===== config.mk =====
export PLATFORM = sky130hd
export DESIGN_NAME = qrp_sqrt_cell
export DESIGN_NICKNAME = d
export VERILOG_FILES = /design/src/sv/qrp_pkg.sv /design/src/sv/qrp_sqrt_cell.sv
export SDC_FILE = /design/constraint.sdc
export NUM_CORES = 1
export LEC_CHECK = 0
export BUFFER_PORTS_ARGS = -buffer_cell sky130_fd_sc_hd__buf_2
export CORE_ASPECT_RATIO = 0.6
export CORE_MARGIN = 2
export CORE_UTILIZATION = 30
export DETAILED_ROUTE_END_ITERATION = 12
export GPL_TIMING_DRIVEN = 0
export HOLD_SLACK_MARGIN = 0.03
export SETUP_SLACK_MARGIN = 0.3
export SYNTH_ARGS = -nofsm -noshare
export SYNTH_HDL_FRONTEND = slang
export SYNTH_SLANG_ARGS = --single-unit

===== constraint.sdc =====
create_clock -name clk_i -period 11.5 [get_ports clk_i]
set_input_delay 2.875 -clock clk_i [delete_from_list [all_inputs] [get_ports clk_i]]
set_output_delay 2.875 -clock clk_i [all_outputs]
set_load 0.01 [all_outputs]

===== src/sv/qrp_pkg.sv =====
// Shared types, constants and functions for the quaternion to roll/pitch pipeline.
`timescale 1ns / 1ps
`default_nettype none
package qrp_pkg;

  localparam int CORDIC_STAGES = 16;
  localparam int CordicN       = (CORDIC_STAGES > 32) ? 32 : CORDIC_STAGES;
  localparam int SQRT_STEPS    = 31;
  localparam int SW            = 62;   // square root working width
  localparam int CW            = 37;   // CORDIC x/y width
  localparam int ZW            = 26;   // CORDIC angle width, 1/65536 degree
  localparam int OPW           = 35;   // CORDIC operand width before prerotation

  localparam logic signed [ZW-1:0] DEG90   = ZW'(90 * 65536);
  localparam logic signed [17:0]   ROLL_LIM  = 18'sd46080;
  localparam logic signed [17:0]   PITCH_LIM = 18'sd23040;

  localparam logic [21:0] ATAN_TAB [32] = '{
    22'd2949120, 22'd1740967, 22'd919879, 22'd466945, 22'd234379, 22'd117304,
    22'd58666, 22'd29335, 22'd14668, 22'd7334, 22'd3667, 22'd1833, 22'd917,
    22'd458, 22'd229, 22'd115, 22'd57, 22'd29, 22'd14, 22'd7, 22'd4, 22'd2,
    22'd1, 22'd0, 22'd0, 22'd0, 22'd0, 22'd0, 22'd0, 22'd0, 22'd0, 22'd0
  };

  typedef struct packed {
    logic [SW-1:0] rem;
    logic [SW-1:0] res;
  } sqrt_t;

  typedef struct packed {
    logic signed [CW-1:0] x;
    logic signed [CW-1:0] y;
    logic signed [ZW-1:0] z;
  } cordic_t;

  function automatic logic signed [ZW-1:0] atan_entry(input logic [4:0] i);
    atan_entry = $signed({{(ZW-22){1'b0}}, ATAN_TAB[i]});
  endfunction

  // round half up to 1/256 degree, then saturate to +-lim
  function automatic logic signed [17:0] deg256(input logic signed [ZW-1:0] z,
                                                 input logic signed [17:0] lim);
    logic signed [ZW:0]   t;
    logic signed [ZW-8:0] r;
    logic signed [ZW-8:0] l;
    t = {z[ZW-1], z} + (ZW+1)'(128);
    r = t[ZW:8];
    l = (ZW-7)'(lim);
    if (r > l) r = l;
    if (r < -l) r = -l;
    deg256 = r[17:0];
  endfunction

endpackage
`default_nettype wire


===== src/sv/qrp_sqrt_cell.sv =====
// One restoring integer square root step, registered.
`timescale 1ns / 1ps
`default_nettype none
module qrp_sqrt_cell (
  input  wire logic          clk_i,
  input  wire logic          en_i,
  input  wire logic [4:0]    step_i,
  input  wire qrp_pkg::sqrt_t d_i,
  output qrp_pkg::sqrt_t      q_o
);

  qrp_pkg::sqrt_t state_d, state_q;
  logic [5:0]              sh;
  logic [qrp_pkg::SW-1:0]  bitv;
  logic [qrp_pkg::SW-1:0]  trial;

  always_comb begin
    sh    = 6'd60 - {step_i, 1'b0};
    bitv  = {{(qrp_pkg::SW-1){1'b0}}, 1'b1} << sh;
    trial = d_i.res + bitv;
    if (d_i.rem >= trial) begin
      state_d.rem = d_i.rem - trial;
      state_d.res = (d_i.res >> 1) + bitv;
    end else begin
      state_d.rem = d_i.rem;
      state_d.res = d_i.res >> 1;
    end
  end

  always_ff @(posedge clk_i) begin
    if (en_i) state_q <= state_d;
  end

  assign q_o = state_q;

endmodule
`default_nettype wire


==> After elaboration in Yosys (flattened, before gate mapping) <==
Index checks and enable logic that the tools add are counted.
{ "word_totals": {"register_bits": 124, "out_inout_bits": 124, "word_cells": 10} }
{ "op_classes": {"addsub": 4, "n_lt_le_gt_ge": 1, "shift": 1, "mux": 1} }
{ "ops": {"columns": ["cell", "count"], "rows": [
  ["124-bit 2-to-1 mux", 1],
  ["61-bit by 62-bit adder with 62-bit output", 1],
  ["62-bit adder", 1],
  ["62-bit >= comparator", 1],
  ["1-bit by 6-bit << shifter with 62-bit output (first input constant)", 1],
  ["62-bit subtractor", 1],
  ["6-bit subtractor (first input constant)", 1]
]} }

==> Depth between registers and ports, before layout <==
{ "depth": {"word_depth": 5, "depth_mapped": 33, "depth_no_buf": 29} }

==> Least setup slack after synthesis <==
OpenSTA, ideal clock, no wires.
{ "synth_path": {"kind": "in2reg", "from": "input step_i[0]", "to": "register state_q (netlist bit q_o[22]) (data pin)", "setup_time_ns": 0.268, "arrival_ns": 9.332, "required_ns": 11.232, "path_slack_ns": 1.899, "stages": 32, "path_cell_list": "buf_6 > buf_2 > and2_1 > ha_1 > or3b_4 > nor2_1 > ha_1 > ha_1 > nor2_1 > o31ai_1 > a31oi_1 > o41ai_1 > nand3_1 > a211o_1 > o21ai_2 > a31oi_1 > o31ai_1 > nand2_1 > xor2_1 > ha_1 > clkbuf_1 > inv_1 > nor3_1 > nand3_1 > or4_1 > o31ai_1 > a21oi_1 > o41ai_1 > clkbuf_1 > clkbuf_1 > nand2_1 > xnor2_1"} }
{ "synth_lines": {"columns": ["element", "line_no", "source"], "rows": [
  ["start: declaration", "qrp_sqrt_cell.sv:7", "input wire logic [4:0] step_i,"],
  ["end signal: assignment", "qrp_sqrt_cell.sv:31", "if (en_i) state_q <= state_d;"],
  ["end: declaration", "qrp_sqrt_cell.sv:12", "qrp_pkg::sqrt_t state_d, state_q;"]
]} }

==> reports/qor.yml <==
status: "finished, final reports clean"
cp.required_ns: 11.73
period_minus_slack_ns: 10.76
dp_hpwl_um: 47600
rsz0062_at_grt: "no"
postLayoutCoreUtil_pct: 36.2
wl_per_cell_um: 22.1
pre_cts_ws_ns: -0.776
cts-root-buf: "clkbuf_16"
crit_family: "compound AO/OA/AOI/OAI gates"
core_area_um2: 46300
cts_made_buffers: 17
initialDrtViolationCount: 1591
die_h_um: 171
startpoint_type: "primary input"
via_count: 14900
place_congestion: 0.979
postLayoutSetupSlackWorst_ns: 0.745
cts_tree: "yes"
fill_cells: 4877
clock.fmax_mhz: 93.0
grt_use_total_pct: 23.6
seq_area_frac_synth_pct: 26.6
crit_top_cell: "ha_1"
grt_start_max_net_pins: 80
setup_viol: 0
wl_um: 58600
area_growth_pct: 19.3
clkTransAtPathRegs_ns: 0.07
worstSetupEndpointType: "flop"
ys_ff_latch: 124
nNetsFinal: 2248
drc: 0
row_count: 61
fin_crit_sh_pct: 93.5
first_pass_iters: 6
relSlewSlack_pct: 18.1
crit_buf_inv: 6
syn_avg_cell_area_um2: 8.03
crit_slowest_cell: "or4_1"
grt_pass1_wl_um: 85900
hold_buffers: 0
synth_edf_count: 124
yosys_warnings: 0
cts_buffer_depth: 2
crit_type: "in2reg"
antenna_found_initial: 6
postSynthCellCount: 1745
hold_viol: 0
slowest_delay_ns: 0.55
arrival_ns: 10.99
largest_reg_flops: 124
grt.overflow.total: 0
synth.net_count: 1985
h-tree-depth: 4
ys_types: 93
start_util_pct: 30.3
die_area_um2: 48500
p_leak_nw: 6.60
worst_slew_pin_slew_ns: 1.23
die_w_um: 283
ant_nets: 0
port_buffers: 243
postSynth.topFlopCell: "edfxtp_1"
routed_via_density: 5.60
drv_slew: 0
worst-path-max-fanout: 10
design.portCount: 255
max_cap_viol_count: 0
netlist_area_um2: 14000
post-cts-setup-buffers: 0
drive_gt1_share_pct: 17.6
hp-class: "in2reg"
cts_sinks: 124
ir_drop_mv: 0.104
powerDensity_nw_per_um2: 112
grt_pass1_vias: 13800
synthArstFlopShare_pct: 0
## metal layers
metal	vias up	global-route usage (%)	wire, um
li1	7010	-	-
met1	7068	35.0	28300
met2	733	33.2	23400
met3	59	6.66	5980
met4	2	5.64	949
met5	-	0	12
## layout by cell type, fill, tap and decap left out, types with 6 or more instances in the layout
cell	n
buf_2	253
nor2_1	194
a21oi_1	182
nand2_1	175
edfxtp_1	124
ha_1	108
xnor2_1	106
xor2_1	89
o21ai_0	88
a31oi_1	55
inv_1	54
clkbuf_1	54
nand4_1	41
a21o_1	41
nand3_1	36
nor3_1	31
o21bai_1	28
nand2b_1	23
nor2b_1	21
and2_1	19
and3_1	18
clkbuf_16	17
o21a_1	13
o31ai_1	13
a211oi_1	11
o211ai_1	11
a31o_2	11
clkbuf_2	11
maj3_1	8
and4_1	7
nor4_1	7
o221ai_1	7
a221oi_1	7
or4_1	7
or2_2	6
o2111ai_1	6
o31a_1	6
## kinds of logic (layout without fill, tap and decap cells)
kind of cell	Yosys count	in the layout	share of synthesized area [%]
multiplexers	6	6	0.527
other	0	5	0
buffers and inverters	137	413	3.87
XOR/XNOR	197	197	12.4
AND/OR/NAND/NOR	610	610	20.6
adder cells (fa/ha/maj)	117	117	10.4
flip-flops	124	124	26.6
AO/OA/AOI/OAI	554	554	25.7
## synthesized netlist by cell type, drive strengths merged (23+ instances only)
master | n | area [um^2]
nor2 | 195 | 734
a21oi | 184 | 928
nand2 | 175 | 657
edfxtp | 124 | 3720
ha | 108 | 1350
xnor2 | 108 | 953
o21ai | 95 | 483
xor2 | 89 | 780
clkbuf | 69 | 259
a31oi | 57 | 369
inv | 54 | 203
a21o | 41 | 308
nand4 | 41 | 257
nand3 | 37 | 185
nor3 | 32 | 160
o21bai | 29 | 221
nand2b | 23 | 144
## layout make-up
| class | instances | area [um^2] | area share [%] |
|---|---|---|---|
| Sequential cell | 124 | 3720 | 22.3 |
| Timing Repair Buffer | 244 | 1250 | 7.47 |
| Buffer | 82 | 358 | 2.14 |
| Clock inverter | 15 | 173 | 1.03 |
| Antenna cell | 5 | 12.5 | 0.0748 |
| Clock buffer | 17 | 425 | 2.54 |
| Tap cell | 630 | 788 | 4.71 |
| Multi-Input combinational cell | 1484 | 9790 | 58.5 |
| Inverter | 55 | 206 | 1.23 |
## metrics by stage
stage          TNS, ns  power (mW)  area [um^2]  std cells  hold slack [ns]
2_1_floorplan        0        1.01        14000       1745             2.99
3_3_place_gp    -44.55        1.27        16000       2618             3.18
3_5_place_dp    -51.57        1.28        16100       2619             3.19
4_1_cts              0        1.87        16700       2651             2.71
5_1_grt              0        1.97        16700       2655             2.72
6_report             0        1.87        16700       2656             2.72
## timing repair
| action | CTS | global route |
|---|---|---|
| endpoints found under the setup margin | 116 | 124 |
| resized for setup | 14 | 17 |
| cloned | 0 | 0 |
## final timing paths
| kind | start | to | slack [ns] | depth (start not counted) |
|---|---|---|---|---|
| setup / recovery | step_i[1] | q_o[72] | 0.74 | 31 |
| hold / removal | d_i[80] | q_o[80] | 2.72 | 3 |
## where the power goes
group	leakage, nW	internal (mW)	switching, mW	total [mW]
logic	5.11	0.237	0.457	0.694
registers	1.21	0.575	0.0175	0.592
clock network	0.281	0.340	0.248	0.588
total	6.60	1.15	0.722	1.87
## tightest hold or removal path: cells and delay by family
| family | cells | cell delay [ns] |
|---|---|---|
| AOI/OAI and AO/OA | 1 | 0.07 |
| buffers and inverters | 1 | 0.09 |
| and+or+nand+nor | 1 | 0.04 |
(Power assumes the default switching activity.)
