$ cat src/sv/qrp_pkg.sv
// Shared types, constants and functions for the quaternion to roll/pitch pipeline.
`timescale 1ns / 1ps
`default_nettype none
package qrp_pkg;

  localparam int CORDIC_STAGES = 16;
  localparam int CordicN       = (CORDIC_STAGES > 32) ? 32 : CORDIC_STAGES;
  localparam int SQRT_STEPS    = 31;
  localparam int SW            = 62;   // square root working width
  localparam int CW            = 37;   // CORDIC x/y width
  localparam int ZW            = 26;   // CORDIC angle width, 1/65536 degree
  localparam int OPW           = 35;   // CORDIC operand width before prerotation

  localparam logic signed [ZW-1:0] DEG90   = ZW'(90 * 65536);
  localparam logic signed [17:0]   ROLL_LIM  = 18'sd46080;
  localparam logic signed [17:0]   PITCH_LIM = 18'sd23040;

  localparam logic [21:0] ATAN_TAB [32] = '{
    22'd2949120, 22'd1740967, 22'd919879, 22'd466945, 22'd234379, 22'd117304,
    22'd58666, 22'd29335, 22'd14668, 22'd7334, 22'd3667, 22'd1833, 22'd917,
    22'd458, 22'd229, 22'd115, 22'd57, 22'd29, 22'd14, 22'd7, 22'd4, 22'd2,
    22'd1, 22'd0, 22'd0, 22'd0, 22'd0, 22'd0, 22'd0, 22'd0, 22'd0, 22'd0
  };

  typedef struct packed {
    logic [SW-1:0] rem;
    logic [SW-1:0] res;
  } sqrt_t;

  typedef struct packed {
    logic signed [CW-1:0] x;
    logic signed [CW-1:0] y;
    logic signed [ZW-1:0] z;
  } cordic_t;

  function automatic logic signed [ZW-1:0] atan_entry(input logic [4:0] i);
    atan_entry = $signed({{(ZW-22){1'b0}}, ATAN_TAB[i]});
  endfunction

  // round half up to 1/256 degree, then saturate to +-lim
  function automatic logic signed [17:0] deg256(input logic signed [ZW-1:0] z,
                                                 input logic signed [17:0] lim);
    logic signed [ZW:0]   t;
    logic signed [ZW-8:0] r;
    logic signed [ZW-8:0] l;
    t = {z[ZW-1], z} + (ZW+1)'(128);
    r = t[ZW:8];
    l = (ZW-7)'(lim);
    if (r > l) r = l;
    if (r < -l) r = -l;
    deg256 = r[17:0];
  endfunction

endpackage
`default_nettype wire

$ cat src/sv/qrp_cordic_cell.sv
// One CORDIC vectoring step, registered.
`timescale 1ns / 1ps
`default_nettype none
module qrp_cordic_cell (
  input  wire logic            clk_i,
  input  wire logic            en_i,
  input  wire logic [4:0]      step_i,
  input  wire qrp_pkg::cordic_t d_i,
  output qrp_pkg::cordic_t      q_o
);

  qrp_pkg::cordic_t state_d, state_q;
  logic signed [qrp_pkg::CW-1:0] dx, dy;
  logic signed [qrp_pkg::ZW-1:0] a;

  always_comb begin
    dx = d_i.y >>> step_i;
    dy = d_i.x >>> step_i;
    a  = qrp_pkg::atan_entry(step_i);
    if (d_i.y > 0) begin
      state_d.x = d_i.x + dx;
      state_d.y = d_i.y - dy;
      state_d.z = d_i.z + a;
    end else begin
      state_d.x = d_i.x - dx;
      state_d.y = d_i.y + dy;
      state_d.z = d_i.z - a;
    end
  end

  always_ff @(posedge clk_i) begin
    if (en_i) state_q <= state_d;
  end

  assign q_o = state_q;

endmodule
`default_nettype wire
$ cat config.mk
export PLATFORM = sky130hd
export DESIGN_NAME = qrp_cordic_cell
export DESIGN_NICKNAME = d
export VERILOG_FILES = /design/src/sv/qrp_pkg.sv /design/src/sv/qrp_cordic_cell.sv
export SDC_FILE = /design/constraint.sdc
export NUM_CORES = 1
export LEC_CHECK = 0
export BUFFER_PORTS_ARGS = -buffer_cell sky130_fd_sc_hd__buf_2
export CAP_MARGIN = 20
export CORE_MARGIN = 3
export CORE_UTILIZATION = 54
export CTS_BUF_LIST = sky130_fd_sc_hd__clkbuf_4
export CTS_CLUSTER_SIZE = 28
export DETAILED_ROUTE_END_ITERATION = 10
export GPL_ROUTABILITY_DRIVEN = 0
export PLACE_DENSITY = 0.75
export SLEW_MARGIN = 40
export SYNTH_ARGS = -nofsm -noshare
export SYNTH_HDL_FRONTEND = slang
export SYNTH_SLANG_ARGS = --single-unit
export TNS_END_PERCENT = 50
$ cat constraint.sdc
create_clock -name clk_i -period 18.9 [get_ports clk_i]
set_clock_uncertainty 0.15 [all_clocks]
set_input_delay 3.78 -clock clk_i [delete_from_list [all_inputs] [get_ports clk_i]]
set_output_delay 3.78 -clock clk_i [all_outputs]
set_load 0.02 [all_outputs]
### Word level (Yosys, flattened, before mapping)

Memory sizes are Yosys's and may differ from the RTL's.
Cells that the tools add are included.

* bits of input ports: 107
* memories kept: 1
* output and inout port bits: 100
* register bits after elaboration: 100
* memory bits (read-only): 704

Memory list
* (no name shown): words 32, width 22, read ports 1, clocked after memory_dff 0, wr ports 0, line qrp_pkg.sv:37 `atan_entry = $signed({{(ZW-22){1'b0}}, ATAN_TAB[i]});`

* $lt $le $gt $ge: 2
* add/sub/neg operators: 6
* bitwise operators: 1
* shift operators: 2
* multiplexer cells: 3

Operators with widths (count)
* 100-bit 2-to-1 mux: 1
* 37-bit adder: 2
* 37-bit by 5-bit >>> shifter with 37-bit output: 2
* 37-bit subtractor: 2
* 22-bit 2-to-1 mux: 2
* 37-bit by 1-bit greater-than comparator with 1-bit output, second input constant: 1
* 26-bit by 23-bit adder with 26-bit output: 1
* 26-bit by 23-bit subtractor with 26-bit output: 1
* 6-bit >= comparator, second input constant: 1
* 5-bit NOT with 6-bit output: 1

### Longest topological paths before layout

* word-level depth: 6
* gate-level depth with buffers: 27
* gate-level depth less buffers: 24

### Least setup slack after synthesis

OpenSTA, ideal clock, no wires.

* path kind: input to register
* start point: in step_i[4]
* end point: reg state_q, in the netlist q_o[61] (data pin)
* arrival: 9289 ps
* buffers on the path: 7
* library setup time: 258 ps
* path slack: 9203 ps
* cell stages on the path: 27
* path through: clkbuf_1 -> clkbuf_1 -> buf_1 -> clkbuf_1 -> buf_1 -> clkbuf_1 -> clkbuf_1 -> a211oi_1 -> a21oi_1 -> ha_1 -> and4_1 -> nand4_1 -> nor3_2 -> a31oi_1 -> xnor2_1 -> mux2i_1 -> ha_1 -> and3_1 -> and4_1 -> o2111a_1 -> a211oi_1 -> a311oi_1 -> o221ai_1 -> o211ai_1 -> a21o_1 -> a21oi_1 -> xnor2_1

RTL lines
* start: declaration: line qrp_cordic_cell.sv:7 `input wire logic [4:0] step_i,`
* end signal: assignment: line qrp_cordic_cell.sv:32 `if (en_i) state_q <= state_d;`
* end: declaration: line qrp_cordic_cell.sv:12 `qrp_pkg::cordic_t state_d, state_q;`

==> impl_table.tex <==
\begin{tabular}{lr}
\hline
Metric & Value \\
\hline
\multicolumn{2}{l}{\textbf{Worst setup path}} \\
\quad Levels on crit path & 23 \\
\quad Critical Path Source Type & input port \\
\quad Maximum cell stage delay along the critical path & 0.84 ns \\
\quad Family with the most delay on the worst path & compound AO/OA/AOI/OAI gates \\
\quad Nature of the critical path endpoint & flip-flop \\
\quad Critical Path AT & 11.37 ns \\
\quad Worst path required time & 19.07 ns \\
\quad CP Cell Sequence & clkbuf\_8, buf\_4, mux4\_2, a222oi\_1, o221ai\_1, a211oi\_2, and4\_1, nand4\_1, nor3\_2, a31oi\_1, xnor2\_1, mux2i\_1, ha\_1, and3\_1, and4\_1, o2111a\_1, a211oi\_1, a311oi\_1, o221ai\_1, o211ai\_1, a21o\_1, a21oi\_1, xnor2\_1 \\
\quad CP Buf/Inv Count & 2 \\
\quad Highest-delay cell along the critical path & sky130\_fd\_sc\_hd\_\_a222oi\_1 \\
\quad Crit path max fanout & 75 \\
\quad Worst Setup Path Type & in2reg \\
\multicolumn{2}{l}{\textbf{Finish}} \\
\quad Final net count & 2,133 \\
\quad Highest-count cells in the layout ignoring fill and taps & 203 x sky130\_fd\_sc\_hd\_\_buf\_2, 165 x sky130\_fd\_sc\_hd\_\_nor2\_1, 140 x sky130\_fd\_sc\_hd\_\_nand2\_1 \\
\quad Final design area excluding fillers & 0.01708 mm2 \\
\quad Fraction of layout instances using a drive strength above 1 & 20.77\% \\
\quad Synth-to-layout area growth & 8.238\% \\
\quad Leading cell type in the layout, fill and taps excluded & sky130\_fd\_sc\_hd\_\_buf\_2 \\
\quad Number of flip-flops under the largest register name & 100 \\
\quad Fill cells & 2,474 \\
\multicolumn{2}{l}{\textbf{Flow run}} \\
\quad Total of max-cap violations & 0 \\
\multicolumn{2}{l}{\textbf{CTS}} \\
\quad Clock tree from TritonCTS & built \\
\quad Root Buffer & sky130\_fd\_sc\_hd\_\_clkbuf\_4 \\
\quad Number of setup buffers added after CTS & 0 \\
\quad Number of clock sinks seen by CTS & 100 \\
\quad Clock buffer count from CTS & 9 \\
\quad Post-CTS Hold Buffers & 0 \\
\quad Buffer levels on the longest clock path & 2 \\
\quad Resized Gates After CTS & 0 \\
\quad Clk pin slew, worst setup/hold paths & 0.19 ns \\
\quad Number of H-tree levels & 3 \\
\multicolumn{2}{l}{\textbf{Floorplanning}} \\
\quad Height of the die & 176.9 um \\
\quad Starting utilization of the core area & 55.73\% \\
\quad Width of the die & 176.9 um \\
\quad Boundary pin count & 207 \\
\quad Standard-cell row count & 61 \\
\quad CORE AREA & 0.02832 mm2 \\
\quad Die Outline Area & 0.03131 mm2 \\
\multicolumn{2}{l}{\textbf{Logic synthesis}} \\
\quad Ys flop type & sky130\_fd\_sc\_hd\_\_edfxtp\_1 \\
\quad Mean post-synth cell area & 8.845 um2 \\
\quad Fraction of the mapped netlist area in adder cells & 8.865\% \\
\quad Portion of the post-synthesis area used by sequential elements & 19.03\% \\
\quad Cells after synthesis & 1,784 \\
\quad Post-synthesis share of cell area spent on and, or, nand and nor gates & 16.71\% \\
\quad Cell variety after synth & 96 \\
\quad Xor and xnor area share after synthesis & 8.880\% \\
\quad Number of flops mapped to enable cells by yosys & 100 \\
\quad Compound-cell area share of the yosys netlist & 21.84\% \\
\quad Portion of netlist area occupied by mux cells & 20.19\% \\
\quad Seq cells post-synth & 100 \\
\quad Netlist area before placement & 0.01578 mm2 \\
\quad Net count of the mapped netlist & 2,001 \\
\quad Ys Warns & 0 \\
\quad Dominant combinational cell family by area after synthesis & compound AO/OA/AOI/OAI gates \\
\quad Share of synthesized flip-flops with an asynchronous set or reset & 0\% \\
\multicolumn{2}{l}{\textbf{Hold path}} \\
\quad Endpoint with the worst hold slack & q\_o[1]\$\_DFFE\_PP\_ \\
\quad Worst min-delay path class & in2reg \\
\quad Cell depth of the worst hold path & 2 \\
\quad Hold Path Origin & d\_i[1] \\
\multicolumn{2}{l}{\textbf{GRT}} \\
\quad First-pass GRT wire length & 79,480 um \\
\quad Total Routing Usage GR & 31.69\% \\
\quad Total overflow reported by the global router & 0 \\
\quad Largest net degree at the start of global routing & 77 \\
\quad Antenna violations before repair & 1 \\
\quad Vias in the first global route & 14.73k \\
\multicolumn{2}{l}{\textbf{Timing}} \\
\quad Max Fclk & 89.26 MHz \\
\quad Transition time at the pin with the least slew margin & 0.9221 ns \\
\quad Max-Slew Margin vs Limit & 38.53\% \\
\quad Minimum clock period & 11.20 ns \\
\quad Count of final max-slew check failures & 0 \\
\quad RSZ-0062 raised after global routing & no \\
\quad Tcrit/Tclk final & 59.28\% \\
\quad Finish-stage setup viols & 0 \\
\quad Setup TNS after final layout & 0 ns \\
\quad Fin. Hold Viols & 0 \\
\multicolumn{2}{l}{\textbf{Detailed routing}} \\
\quad Antenna violation net count after detailed routing & 0 \\
\quad Detailed router's first-iteration violation count & 2,507 \\
\quad Number of optimization iterations in the first detailed-route pass & 8 \\
\quad Vias per Instance & 6.856 \\
\quad Overall via count from detail\_route & 15.77k \\
\quad Sum of routed wire length over all layers & 51,400 um \\
\quad Wire length per cell after detailed routing & 22.35 um \\
\quad Number of DRC violations after detailed routing & 0 \\
\multicolumn{2}{l}{\textbf{Placed design}} \\
\quad Detailed placer's ending HPWL & 38,760 um \\
\quad Number of I/O port buffers & 206 \\
\quad Placed Area & 0.01690 mm2 \\
\multicolumn{2}{l}{\textbf{Power and ir drop}} \\
\quad Pwr/cell area & 73.09 mW/mm2 \\
\quad Static Leakage & 6.840 nW \\
\quad Maximum ir drop on the vdd rail & 0.00004088 V \\
\multicolumn{2}{l}{\textbf{Run status}} \\
\quad Run status & complete, no violations \\
\hline
\end{tabular}
[cell usage after synthesis (7+ instances only)]
cell type / count / area, um2
sky130_fd_sc_hd__nor2_1: 166 / 623.1
sky130_fd_sc_hd__nand2_1: 140 / 525.5
sky130_fd_sc_hd__a21oi_1: 135 / 675.7
sky130_fd_sc_hd__ha_1: 107 / 1339
sky130_fd_sc_hd__xnor2_1: 103 / 902.1
sky130_fd_sc_hd__edfxtp_1: 100 / 3003
sky130_fd_sc_hd__o21ai_0: 100 / 500.5
sky130_fd_sc_hd__mux4_2: 88 / 1982
sky130_fd_sc_hd__mux2i_1: 69 / 690.7
sky130_fd_sc_hd__xor2_1: 57 / 499.2
sky130_fd_sc_hd__inv_1: 48 / 180.2
sky130_fd_sc_hd__clkbuf_1: 43 / 161.4
sky130_fd_sc_hd__nand3_1: 39 / 195.2
sky130_fd_sc_hd__nor3_1: 38 / 190.2
sky130_fd_sc_hd__a21o_1: 31 / 232.7
sky130_fd_sc_hd__mux2_2: 29 / 326.6
sky130_fd_sc_hd__o22ai_1: 27 / 168.9
sky130_fd_sc_hd__buf_2: 26 / 130.1
sky130_fd_sc_hd__nor2b_1: 26 / 162.7
sky130_fd_sc_hd__a211oi_1: 23 / 172.7
sky130_fd_sc_hd__o21a_1: 22 / 165.2
sky130_fd_sc_hd__a31oi_1: 20 / 125.1
sky130_fd_sc_hd__nand2b_1: 19 / 118.9
sky130_fd_sc_hd__and2_1: 17 / 106.4
sky130_fd_sc_hd__and3_1: 16 / 100.1
sky130_fd_sc_hd__nor4_1: 16 / 100.1
sky130_fd_sc_hd__o21bai_1: 16 / 120.1
sky130_fd_sc_hd__buf_1: 15 / 56.30
sky130_fd_sc_hd__a22oi_1: 14 / 105.1
sky130_fd_sc_hd__o211ai_1: 14 / 105.1
sky130_fd_sc_hd__o31ai_1: 14 / 105.1
sky130_fd_sc_hd__nand4_1: 12 / 75.07
sky130_fd_sc_hd__buf_6: 11 / 123.9
sky130_fd_sc_hd__a221oi_1: 9 / 78.83
sky130_fd_sc_hd__or3_1: 9 / 56.30
sky130_fd_sc_hd__o221ai_1: 8 / 70.07
sky130_fd_sc_hd__or2_2: 8 / 50.05
sky130_fd_sc_hd__a21boi_0: 7 / 52.55
sky130_fd_sc_hd__a31o_2: 7 / 61.31
sky130_fd_sc_hd__and4_1: 7 / 61.31
sky130_fd_sc_hd__o21ai_1: 7 / 35.03
[how the worst max path moves through the flow]
stage | to | slack [ns] | from
6_report | q_o[61]$_DFFE_PP_ | 7.70 | step_i[0]
3_3_place_gp | q_o[61]$_DFFE_PP_ | 7.65 | step_i[0]
2_1_floorplan | q_o[61]$_DFFE_PP_ | 9.20 | step_i[4]
3_5_place_dp | q_o[61]$_DFFE_PP_ | 7.36 | step_i[0]
5_1_grt | q_o[61]$_DFFE_PP_ | 7.43 | step_i[0]
4_1_cts | q_o[61]$_DFFE_PP_ | 7.91 | step_i[0]
[where the power goes]
part,switching [mW],internal [mW],leakage [nW],total (mW)
clock,0.0947,0.0437,0.0858,0.138
sequential,0.0124,0.329,0.979,0.342
combinational,0.470,0.299,5.77,0.768
[layout make-up]
cell class	instances	area (um2)	share of cell area, %
Tap cell	378	473.0	2.769
Inverter	52	195.2	1.143
Timing Repair Buffer	221	1165	6.820
Clock buffer	9	67.56	0.3956
Multi-Input combinational cell	1532	12080	70.73
Clock inverter	7	92.59	0.5421
Sequential cell	100	3003	17.58
Antenna cell	1	2.502	0.01465
[logic make-up (layout without fill, tap and decap cells)]
logic type	after synthesis	count (layout)
buf+inv	152	289
fa+ha+maj	110	110
compound gates	526	526
other cells	0	1
simple gates	538	538
mux	198	198
xor+xnor	160	160
flops	100	100
[per-stage QoR]
stage / worst slack (ns) / util, % / instances / total power [mW] / hold WS, ns
2_1_floorplan: 9.203 / - / 1784 / 0.8991 / 3.743
3_3_place_gp: 7.649 / 59.67 / 2282 / 1.084 / 4.012
3_5_place_dp: 7.358 / 59.69 / 2283 / 1.097 / 4.018
4_1_cts: 7.909 / 60.25 / 2299 / 1.239 / 3.452
5_1_grt: 7.428 / 60.32 / 2300 / 1.328 / 3.473
6_report: 7.697 / 60.32 / 2300 / 1.248 / 3.465
[layer usage]
metal,up-vias,share of wire (%),global-route usage (%)
li1,7122,-,-
met3,201,12,6.735
met5,-,0,0
met2,1124,43,48.81
met1,7321,39,42.69
met4,0,5.6,14.86
(Power assumes the default switching activity.)
